**config.mk**
```make
export PLATFORM = sky130hd
export DESIGN_NAME = des_feistel_rounds_core
export DESIGN_NICKNAME = d
export VERILOG_FILES = /design/src/sv/dfr_pkg.sv /design/src/sv/dfr_round_unit.sv /design/src/sv/des_feistel_rounds_core.sv
export SDC_FILE = /design/constraint.sdc
export NUM_CORES = 2
export LEC_CHECK = 0
export BUFFER_PORTS_ARGS = -buffer_cell sky130_fd_sc_hd__clkbuf_2
export CORE_UTILIZATION = 64
export CTS_CLUSTER_DIAMETER = 200
export DETAILED_ROUTE_END_ITERATION = 7
export GPL_TIMING_DRIVEN = 1
export PLACE_DENSITY = 0.82
export RECOVER_POWER = 25
export SKIP_CTS_REPAIR_TIMING = 1
export SLEW_MARGIN = 20
export SYNTH_ARGS = -nofsm -noshare
export SYNTH_HDL_FRONTEND = slang
export SYNTH_SLANG_ARGS = --single-unit
```
**constraint.sdc**
```tcl
create_clock -name clk_i -period 19.9 [get_ports clk_i]
set_clock_uncertainty 0.1 [all_clocks]
set_input_delay 0.995 -clock clk_i [delete_from_list [all_inputs] [get_ports clk_i]]
set_output_delay 0.995 -clock clk_i [all_outputs]
set_load 0.02 [all_outputs]
```
**src/sv/dfr_pkg.sv**
```systemverilog
package dfr_pkg;

  localparam int unsigned KeyWidth   = 48;
  localparam int unsigned BlockWidth = 64;
  localparam int unsigned KeySlots   = 16;
  localparam int unsigned SlotWidth  = 4;

  typedef enum logic {
    KIND_LOAD_KEY = 1'b0,
    KIND_BLOCK    = 1'b1
  } kind_e;

  typedef logic [3:0] sbox_row_t [64];

  localparam sbox_row_t SBOX [8] = '{
    '{4'd14, 4'd4, 4'd13, 4'd1, 4'd2, 4'd15, 4'd11, 4'd8, 4'd3, 4'd10, 4'd6, 4'd12,
      4'd5, 4'd9, 4'd0, 4'd7, 4'd0, 4'd15, 4'd7, 4'd4, 4'd14, 4'd2, 4'd13, 4'd1,
      4'd10, 4'd6, 4'd12, 4'd11, 4'd9, 4'd5, 4'd3, 4'd8, 4'd4, 4'd1, 4'd14, 4'd8,
      4'd13, 4'd6, 4'd2, 4'd11, 4'd15, 4'd12, 4'd9, 4'd7, 4'd3, 4'd10, 4'd5, 4'd0,
      4'd15, 4'd12, 4'd8, 4'd2, 4'd4, 4'd9, 4'd1, 4'd7, 4'd5, 4'd11, 4'd3, 4'd14,
      4'd10, 4'd0, 4'd6, 4'd13},
    '{4'd15, 4'd1, 4'd8, 4'd14, 4'd6, 4'd11, 4'd3, 4'd4, 4'd9, 4'd7, 4'd2, 4'd13,
      4'd12, 4'd0, 4'd5, 4'd10, 4'd3, 4'd13, 4'd4, 4'd7, 4'd15, 4'd2, 4'd8, 4'd14,
      4'd12, 4'd0, 4'd1, 4'd10, 4'd6, 4'd9, 4'd11, 4'd5, 4'd0, 4'd14, 4'd7, 4'd11,
      4'd10, 4'd4, 4'd13, 4'd1, 4'd5, 4'd8, 4'd12, 4'd6, 4'd9, 4'd3, 4'd2, 4'd15,
      4'd13, 4'd8, 4'd10, 4'd1, 4'd3, 4'd15, 4'd4, 4'd2, 4'd11, 4'd6, 4'd7, 4'd12,
      4'd0, 4'd5, 4'd14, 4'd9},
    '{4'd10, 4'd0, 4'd9, 4'd14, 4'd6, 4'd3, 4'd15, 4'd5, 4'd1, 4'd13, 4'd12, 4'd7,
      4'd11, 4'd4, 4'd2, 4'd8, 4'd13, 4'd7, 4'd0, 4'd9, 4'd3, 4'd4, 4'd6, 4'd10,
      4'd2, 4'd8, 4'd5, 4'd14, 4'd12, 4'd11, 4'd15, 4'd1, 4'd13, 4'd6, 4'd4, 4'd9,
      4'd8, 4'd15, 4'd3, 4'd0, 4'd11, 4'd1, 4'd2, 4'd12, 4'd5, 4'd10, 4'd14, 4'd7,
      4'd1, 4'd10, 4'd13, 4'd0, 4'd6, 4'd9, 4'd8, 4'd7, 4'd4, 4'd15, 4'd14, 4'd3,
      4'd11, 4'd5, 4'd2, 4'd12},
    '{4'd7, 4'd13, 4'd14, 4'd3, 4'd0, 4'd6, 4'd9, 4'd10, 4'd1, 4'd2, 4'd8, 4'd5,
      4'd11, 4'd12, 4'd4, 4'd15, 4'd13, 4'd8, 4'd11, 4'd5, 4'd6, 4'd15, 4'd0, 4'd3,
      4'd4, 4'd7, 4'd2, 4'd12, 4'd1, 4'd10, 4'd14, 4'd9, 4'd10, 4'd6, 4'd9, 4'd0,
      4'd12, 4'd11, 4'd7, 4'd13, 4'd15, 4'd1, 4'd3, 4'd14, 4'd5, 4'd2, 4'd8, 4'd4,
      4'd3, 4'd15, 4'd0, 4'd6, 4'd10, 4'd1, 4'd13, 4'd8, 4'd9, 4'd4, 4'd5, 4'd11,
      4'd12, 4'd7, 4'd2, 4'd14},
    '{4'd2, 4'd12, 4'd4, 4'd1, 4'd7, 4'd10, 4'd11, 4'd6, 4'd8, 4'd5, 4'd3, 4'd15,
      4'd13, 4'd0, 4'd14, 4'd9, 4'd14, 4'd11, 4'd2, 4'd12, 4'd4, 4'd7, 4'd13, 4'd1,
      4'd5, 4'd0, 4'd15, 4'd10, 4'd3, 4'd9, 4'd8, 4'd6, 4'd4, 4'd2, 4'd1, 4'd11,
      4'd10, 4'd13, 4'd7, 4'd8, 4'd15, 4'd9, 4'd12, 4'd5, 4'd6, 4'd3, 4'd0, 4'd14,
      4'd11, 4'd8, 4'd12, 4'd7, 4'd1, 4'd14, 4'd2, 4'd13, 4'd6, 4'd15, 4'd0, 4'd9,
      4'd10, 4'd4, 4'd5, 4'd3},
    '{4'd12, 4'd1, 4'd10, 4'd15, 4'd9, 4'd2, 4'd6, 4'd8, 4'd0, 4'd13, 4'd3, 4'd4,
      4'd14, 4'd7, 4'd5, 4'd11, 4'd10, 4'd15, 4'd4, 4'd2, 4'd7, 4'd12, 4'd9, 4'd5,
      4'd6, 4'd1, 4'd13, 4'd14, 4'd0, 4'd11, 4'd3, 4'd8, 4'd9, 4'd14, 4'd15, 4'd5,
      4'd2, 4'd8, 4'd12, 4'd3, 4'd7, 4'd0, 4'd4, 4'd10, 4'd1, 4'd13, 4'd11, 4'd6,
      4'd4, 4'd3, 4'd2, 4'd12, 4'd9, 4'd5, 4'd15, 4'd10, 4'd11, 4'd14, 4'd1, 4'd7,
      4'd6, 4'd0, 4'd8, 4'd13},
    '{4'd4, 4'd11, 4'd2, 4'd14, 4'd15, 4'd0, 4'd8, 4'd13, 4'd3, 4'd12, 4'd9, 4'd7,
      4'd5, 4'd10, 4'd6, 4'd1, 4'd13, 4'd0, 4'd11, 4'd7, 4'd4, 4'd9, 4'd1, 4'd10,
      4'd14, 4'd3, 4'd5, 4'd12, 4'd2, 4'd15, 4'd8, 4'd6, 4'd1, 4'd4, 4'd11, 4'd13,
      4'd12, 4'd3, 4'd7, 4'd14, 4'd10, 4'd15, 4'd6, 4'd8, 4'd0, 4'd5, 4'd9, 4'd2,
      4'd6, 4'd11, 4'd13, 4'd8, 4'd1, 4'd4, 4'd10, 4'd7, 4'd9, 4'd5, 4'd0, 4'd15,
      4'd14, 4'd2, 4'd3, 4'd12},
    '{4'd13, 4'd2, 4'd8, 4'd4, 4'd6, 4'd15, 4'd11, 4'd1, 4'd10, 4'd9, 4'd3, 4'd14,
      4'd5, 4'd0, 4'd12, 4'd7, 4'd1, 4'd15, 4'd13, 4'd8, 4'd10, 4'd3, 4'd7, 4'd4,
      4'd12, 4'd5, 4'd6, 4'd11, 4'd0, 4'd14, 4'd9, 4'd2, 4'd7, 4'd11, 4'd4, 4'd1,
      4'd9, 4'd12, 4'd14, 4'd2, 4'd0, 4'd6, 4'd10, 4'd13, 4'd15, 4'd3, 4'd5, 4'd8,
      4'd2, 4'd1, 4'd14, 4'd7, 4'd4, 4'd10, 4'd8, 4'd13, 4'd15, 4'd12, 4'd9, 4'd0,
      4'd3, 4'd5, 4'd6, 4'd11}
  };

  typedef logic [5:0] sel48_t [48];
  typedef logic [5:0] sel32_t [32];

  localparam sel48_t ESEL = '{
    6'd32, 6'd1, 6'd2, 6'd3, 6'd4, 6'd5, 6'd4, 6'd5, 6'd6, 6'd7, 6'd8, 6'd9,
    6'd8, 6'd9, 6'd10, 6'd11, 6'd12, 6'd13, 6'd12, 6'd13, 6'd14, 6'd15, 6'd16, 6'd17,
    6'd16, 6'd17, 6'd18, 6'd19, 6'd20, 6'd21, 6'd20, 6'd21, 6'd22, 6'd23, 6'd24, 6'd25,
    6'd24, 6'd25, 6'd26, 6'd27, 6'd28, 6'd29, 6'd28, 6'd29, 6'd30, 6'd31, 6'd32, 6'd1
  };

  localparam sel32_t PSEL = '{
    6'd16, 6'd7, 6'd20, 6'd21, 6'd29, 6'd12, 6'd28, 6'd17, 6'd1, 6'd15, 6'd23, 6'd26,
    6'd5, 6'd18, 6'd31, 6'd10, 6'd2, 6'd8, 6'd24, 6'd14, 6'd32, 6'd27, 6'd3, 6'd9,
    6'd19, 6'd13, 6'd30, 6'd6, 6'd22, 6'd11, 6'd4, 6'd25
  };

  function automatic logic [47:0] expand_half(input logic [31:0] r);
    logic [47:0] e;
    e = '0;
    for (int i = 0; i < 48; i++) begin
      e[47-i] = r[5'(32 - int'(ESEL[i]))];
    end
    return e;
  endfunction

  function automatic logic [31:0] sbox_layer(input logic [47:0] x);
    logic [31:0] s;
    logic [5:0]  six;
    s = '0;
    for (int i = 0; i < 8; i++) begin
      six = x[42-6*i +: 6];
      s[28-4*i +: 4] = SBOX[i][{six[5], six[0], six[4:1]}];
    end
    return s;
  endfunction

  function automatic logic [31:0] p_layer(input logic [31:0] s);
    logic [31:0] p;
    p = '0;
    for (int i = 0; i < 32; i++) begin
      p[31-i] = s[5'(32 - int'(PSEL[i]))];
    end
    return p;
  endfunction

endpackage

```
**src/sv/dfr_round_unit.sv**
```systemverilog
module dfr_round_unit
  import dfr_pkg::*;
(
  input  logic [63:0] blk_i,
  input  logic [47:0] key_i,
  output logic [63:0] blk_o
);

  logic [31:0] f;

  always_comb begin
    f = p_layer(sbox_layer(expand_half(blk_i[31:0]) ^ key_i));
    blk_o = {blk_i[31:0], blk_i[63:32] ^ f};
  end

endmodule

```
**src/sv/des_feistel_rounds_core.sv**
```systemverilog
// Channel  | Dir | tdata                                       | tuser
// s_axis   | in  | [3:0] key_slot, [51:4] key_word,            | kind
//          |     | [115:52] data_block, [119:116] zero         |
// m_axis   | out | [63:0] result_block                         | -
// One round per pipeline stage: ROUND_COUNT stages, one block per cycle while m_axis is not stalled.
// Results leave from the last stage register; key loads pass through as bubbles.
// Reset clears the stage valid bits; the key store is not reset.
// A stall at m_axis holds every stage and lowers s_axis_tready.
// A key load waits at s_axis until no block is in flight.
module des_feistel_rounds_core
  import dfr_pkg::*;
#(
  parameter int unsigned ROUND_COUNT = 16
) (
  input  logic         clk_i,
  input  logic         rst_ni,
  input  logic         s_axis_tvalid,
  output logic         s_axis_tready,
  input  logic [119:0] s_axis_tdata,   // key_slot, key_word, data_block
  input  logic         s_axis_tuser,   // kind
  output logic         m_axis_tvalid,
  input  logic         m_axis_tready,
  output logic [63:0]  m_axis_tdata    // result_block
);

  logic [47:0] key_mem [KeySlots];
  logic [ROUND_COUNT-1:0] vld_q;
  logic [63:0] blk_q [ROUND_COUNT];
  logic [63:0] rnd_out [ROUND_COUNT];
  logic adv;
  logic in_acc;

  assign adv = m_axis_tready || !vld_q[ROUND_COUNT-1];
  assign s_axis_tready = adv && (s_axis_tuser == KIND_BLOCK || vld_q == '0);
  assign in_acc = s_axis_tvalid && s_axis_tready;

  always_ff @(posedge clk_i) begin
    if (in_acc && s_axis_tuser == KIND_LOAD_KEY) begin
      key_mem[s_axis_tdata[3:0]] <= s_axis_tdata[51:4];
    end
  end

  for (genvar r = 0; r < ROUND_COUNT; r++) begin : g_rnd
    if (r == 0) begin : g_first
      dfr_round_unit u_rnd (
        .blk_i(s_axis_tdata[115:52]), .key_i(key_mem[r]), .blk_o(rnd_out[r]));
    end else begin : g_next
      dfr_round_unit u_rnd (
        .blk_i(blk_q[r-1]), .key_i(key_mem[r]), .blk_o(rnd_out[r]));
    end
    always_ff @(posedge clk_i) begin
      if (adv) begin
        blk_q[r] <= rnd_out[r];
      end
    end
  end

  always_ff @(posedge clk_i or negedge rst_ni) begin
    if (!rst_ni) begin
      vld_q <= '0;
    end else if (adv) begin
      vld_q[0] <= in_acc && s_axis_tuser == KIND_BLOCK;
      for (int i = 1; i < ROUND_COUNT; i++) begin
        vld_q[i] <= vld_q[i-1];
      end
    end
  end

  assign m_axis_tvalid = vld_q[ROUND_COUNT-1];
  assign m_axis_tdata  = blk_q[ROUND_COUNT-1];

endmodule

```
==> summary.md <==
| Metric | Value |
|---|---|
| Max IR drop VDD | a little under 0.00009 V |
| Area growth syn-to-layout | 6.695% |
| Number of enable flip-flop cells after synthesis | 864 |
| Netlist cell types | approximately 80 |
| Endpoint of the worst register-to-register path | blk_q[1][145]$_DFFE_PP_ |
| DR WL/cell | between 15 and 20 um |
| Hold slack final | around 0.31 ns |
| Crit path DAT | 4.05 ns |
| Die width | 312.1 um |
| Status | finished with violations |
| CP startpoint | vld_q[15]$_DFFE_PN0P_ |
| DRT iter0 DRCs | 6,100 |
| TritonCTS Sinks | 880 |
| Max-Cap Viols | 6 |
| Finished Core Util | 0.6900 |
| # nets final | ~6,400 |
| Worst setup margin | roughly 16 ns |
| Largest net degree at the start of global routing | approximately 170 |
| R2R Path Start | vld_q[15]$_DFFE_PN0P_ |
| Mapped Area | slightly above 60,000 um2 |
| Core Footprint | around 95,000 um2 |
| Final Cycle Share | 0.1945 |
| HPWL Detailed | 89,020 um |
| CTS tree | yes |
| Ys async rst share | 0.01818 |
| Post-synthesis cell count | 6,022 |
| Die height | between 300 and 400 um |
| # IOs | around 190 |
| Startpoint types | register |
| Critical path peak fanout | around 170 |
| Total number of vias | between 40,000 and 50,000 |
| Final Hold Vio Count | 0 |
| Worst Path Required | between 20 and 25 ns |
| Die area | between 90,000 and 100,000 um2 |
| Dominant synthesized flop cell | edfxtp_1 |
| DP Worst Slack | roughly 15 ns |
| Row cnt | approximately 110 |
| Worst reg2reg path depth | 5 |
| Fin. max-slew vios | between 100 and 150 |
| GRT overflow | 0 |
| Commonest non-fill, non-tap cells in the layout | 864 x edfxtp_1, 559 x nand2_1, 372 x a21oi_1, 370 x nor2_1, 368 x ha_1 |
| Slew headroom | -0.07148 |
| Clock Tree Buf Depth | 3 |
| Total chip power | 9.092 mW |
| GRT Overall Usage | 0.2735 |
| Hold/Removal Path Class | in2async |
| # DRC | 0 |
| CP endpoint | blk_q[1][145]$_DFFE_PP_ |
| Most common cell after layout, fill and taps aside | edfxtp_1 |
| Worst-skew pair later-pin latency | between 0.6 and 0.7 ns |
| Initial Util | 0.6467 |
| Global-route wire length before repair | about 220,000 um |
| Fmax | about 260 MHz |
| IO Port Bufs | around 110 |
| Clock Pin Slew Worst Setup and Hold Paths | 0.06 ns |
| Pwr/cell area | roughly 140 nW/um2 |
| H-Tree Depth | 3 |
| Static leakage | 23.92 nW |
| Initial antenna violation count | 4 |
| Worst-Margin Slew | between 1.5 and 2 ns |
| Failing checks | max-capacitance violations, max-slew violations |
| DR pass1 iterations | 8 |
| Ys Warns | 0 |
| DRT Wirelength | around 140,000 um |
| Layout cells sized above 1 | 0.08506 |
| Yosys reg bits | between 800 and 900 |
| Remaining antenna violation count after routing | 0 |
| Setup TNS | 0 ns |
| Register area share after synthesis | 0.4281 |
| Tmin final | between 3 and 4 ns |
| Worst setup path category | reg2reg |
| Clk root buf | clkbuf_16 |
| RSZ-0062 raised after global routing | no |
| Syn Area/Cell | around 10 um2 |
| Placer Congestion | between 0.9 and 1 |
| R2R setup slack | around 16 ns |
| Vias in the first global route | 42,454 |
| Vias/cell | 6.534 |
| CP endpoint kind | register |
| Final setup violation count | 0 |
| Num CTS Buffers | a little under 100 |
-- metal layers --
| layer | vias to the layer above | wire, um | GRT usage |
|---|---|---|---|
| met5 | - | 0 | 0 |
| met4 | 0 | 5809 | 0.1150 |
| met3 | 328 | 11150 | 0.03524 |
| met2 | 2212 | 65630 | 0.4455 |
| met1 | 22362 | 54880 | 0.3703 |
| li1 | 22250 | - | - |
-- stage by stage --
step           area [um2]  std cells
2_1_floorplan       61650       6053
3_3_place_gp        62200       7038
3_5_place_dp        62210       7038
4_1_cts             65490       7214
5_1_grt             65660       7216
6_report            65660       7216
-- worst max-delay path, cell delays in order (launching register included) --
cell and delay, ns:
dfrtp_1 0.38, nor2b_1 0.13, buf_4 0.20, inv_8 0.71
buf_4 0.95, buf_12 0.75
-- where the power goes --
| part | leakage, nW | switching (mW) | internal, mW |
|---|---|---|---|
| clock | 1.59 | 0.744 | 1.11 |
| sequential | 8.68 | 0.391 | 2.89 |
| combinational | 13.6 | 2.37 | 1.59 |
| total | 23.9 | 3.51 | 5.58 |
-- state kept, by name (all words and copies together) (netlist names) --
name	flops
key_mem	352
vld_q	16
blk_q	512
-- worst min-delay path by stage --
stage,from,end,cells past startpoint
global placement,blk_q[0][273]$_DFFE_PP_,blk_q[0][369]$_DFFE_PP_,0
global route,blk_q[1][149]$_DFFE_PP_,blk_q[1][245]$_DFFE_PP_,0
finish,rst_ni,vld_q[0]$_DFFE_PN0P_,1
detailed placement,blk_q[0][82]$_DFFE_PP_,blk_q[0][178]$_DFFE_PP_,0
floorplan,blk_q[0][17]$_DFFE_PP_,blk_q[0][113]$_DFFE_PP_,0
CTS,rst_ni,vld_q[1]$_DFFE_PN0P_,1
-- cells by family (layout without fill, tap and decap cells) --
family,after synthesis,count (layout),synth area share
adder cells (fa/ha/maj),368,368,0.07482
XOR/XNOR,657,657,0.09991
AND/OR/NAND/NOR,1494,1494,0.1065
flip-flops,880,880,0.4281
other,1,34,0.00006094
buffers and inverters,671,567,0.04809
multiplexers,203,203,0.05109
AO/OA/AOI/OAI,1748,1748,0.1914
-- layout make-up --
type | instances | area, um2
multi-input combinational | 4502 | 32620
clock buffer | 116 | 2626
inverter | 221 | 837.1
timing repair buffer | 170 | 991.0
sequential | 880 | 26350
antenna | 2 | 5.005
fill | 6794 | 29490
clock inverter | 60 | 650.6
tap | 1265 | 1583
-- synth_stat cells, types with 27 or more instances --
| master | count | area share |
|---|---|---|
| nor2_1 | 382 | 0.023 |
| nand2_1 | 559 | 0.034 |
| o221ai_1 | 58 | 0.0083 |
| o32ai_1 | 31 | 0.0044 |
| buf_4 | 93 | 0.011 |
| xor2_1 | 307 | 0.044 |
| a211oi_1 | 137 | 0.017 |
| edfxtp_1 | 864 | 0.42 |
| a31oi_1 | 124 | 0.013 |
| ha_1 | 368 | 0.075 |
| a221oi_1 | 27 | 0.0038 |
| clkbuf_1 | 281 | 0.017 |
| a21oi_1 | 372 | 0.030 |
| nand2b_1 | 53 | 0.0054 |
| o21a_1 | 28 | 0.0034 |
| inv_1 | 215 | 0.013 |
| xnor2_1 | 299 | 0.043 |
| mux4_2 | 88 | 0.032 |
| and2_1 | 32 | 0.0033 |
| o211ai_1 | 229 | 0.028 |
| a221o_1 | 33 | 0.0054 |
| nor4_1 | 33 | 0.0034 |
| o22ai_1 | 80 | 0.0081 |
| o311ai_0 | 34 | 0.0048 |
| a311oi_1 | 34 | 0.0048 |
| o21ai_0 | 295 | 0.024 |
| a2111oi_0 | 53 | 0.0075 |
| buf_2 | 67 | 0.0054 |
| mux2i_1 | 106 | 0.017 |
| xnor2_2 | 29 | 0.0077 |
| nand3_1 | 166 | 0.014 |
| nor3_1 | 203 | 0.017 |
(Power assumes the default switching activity.)
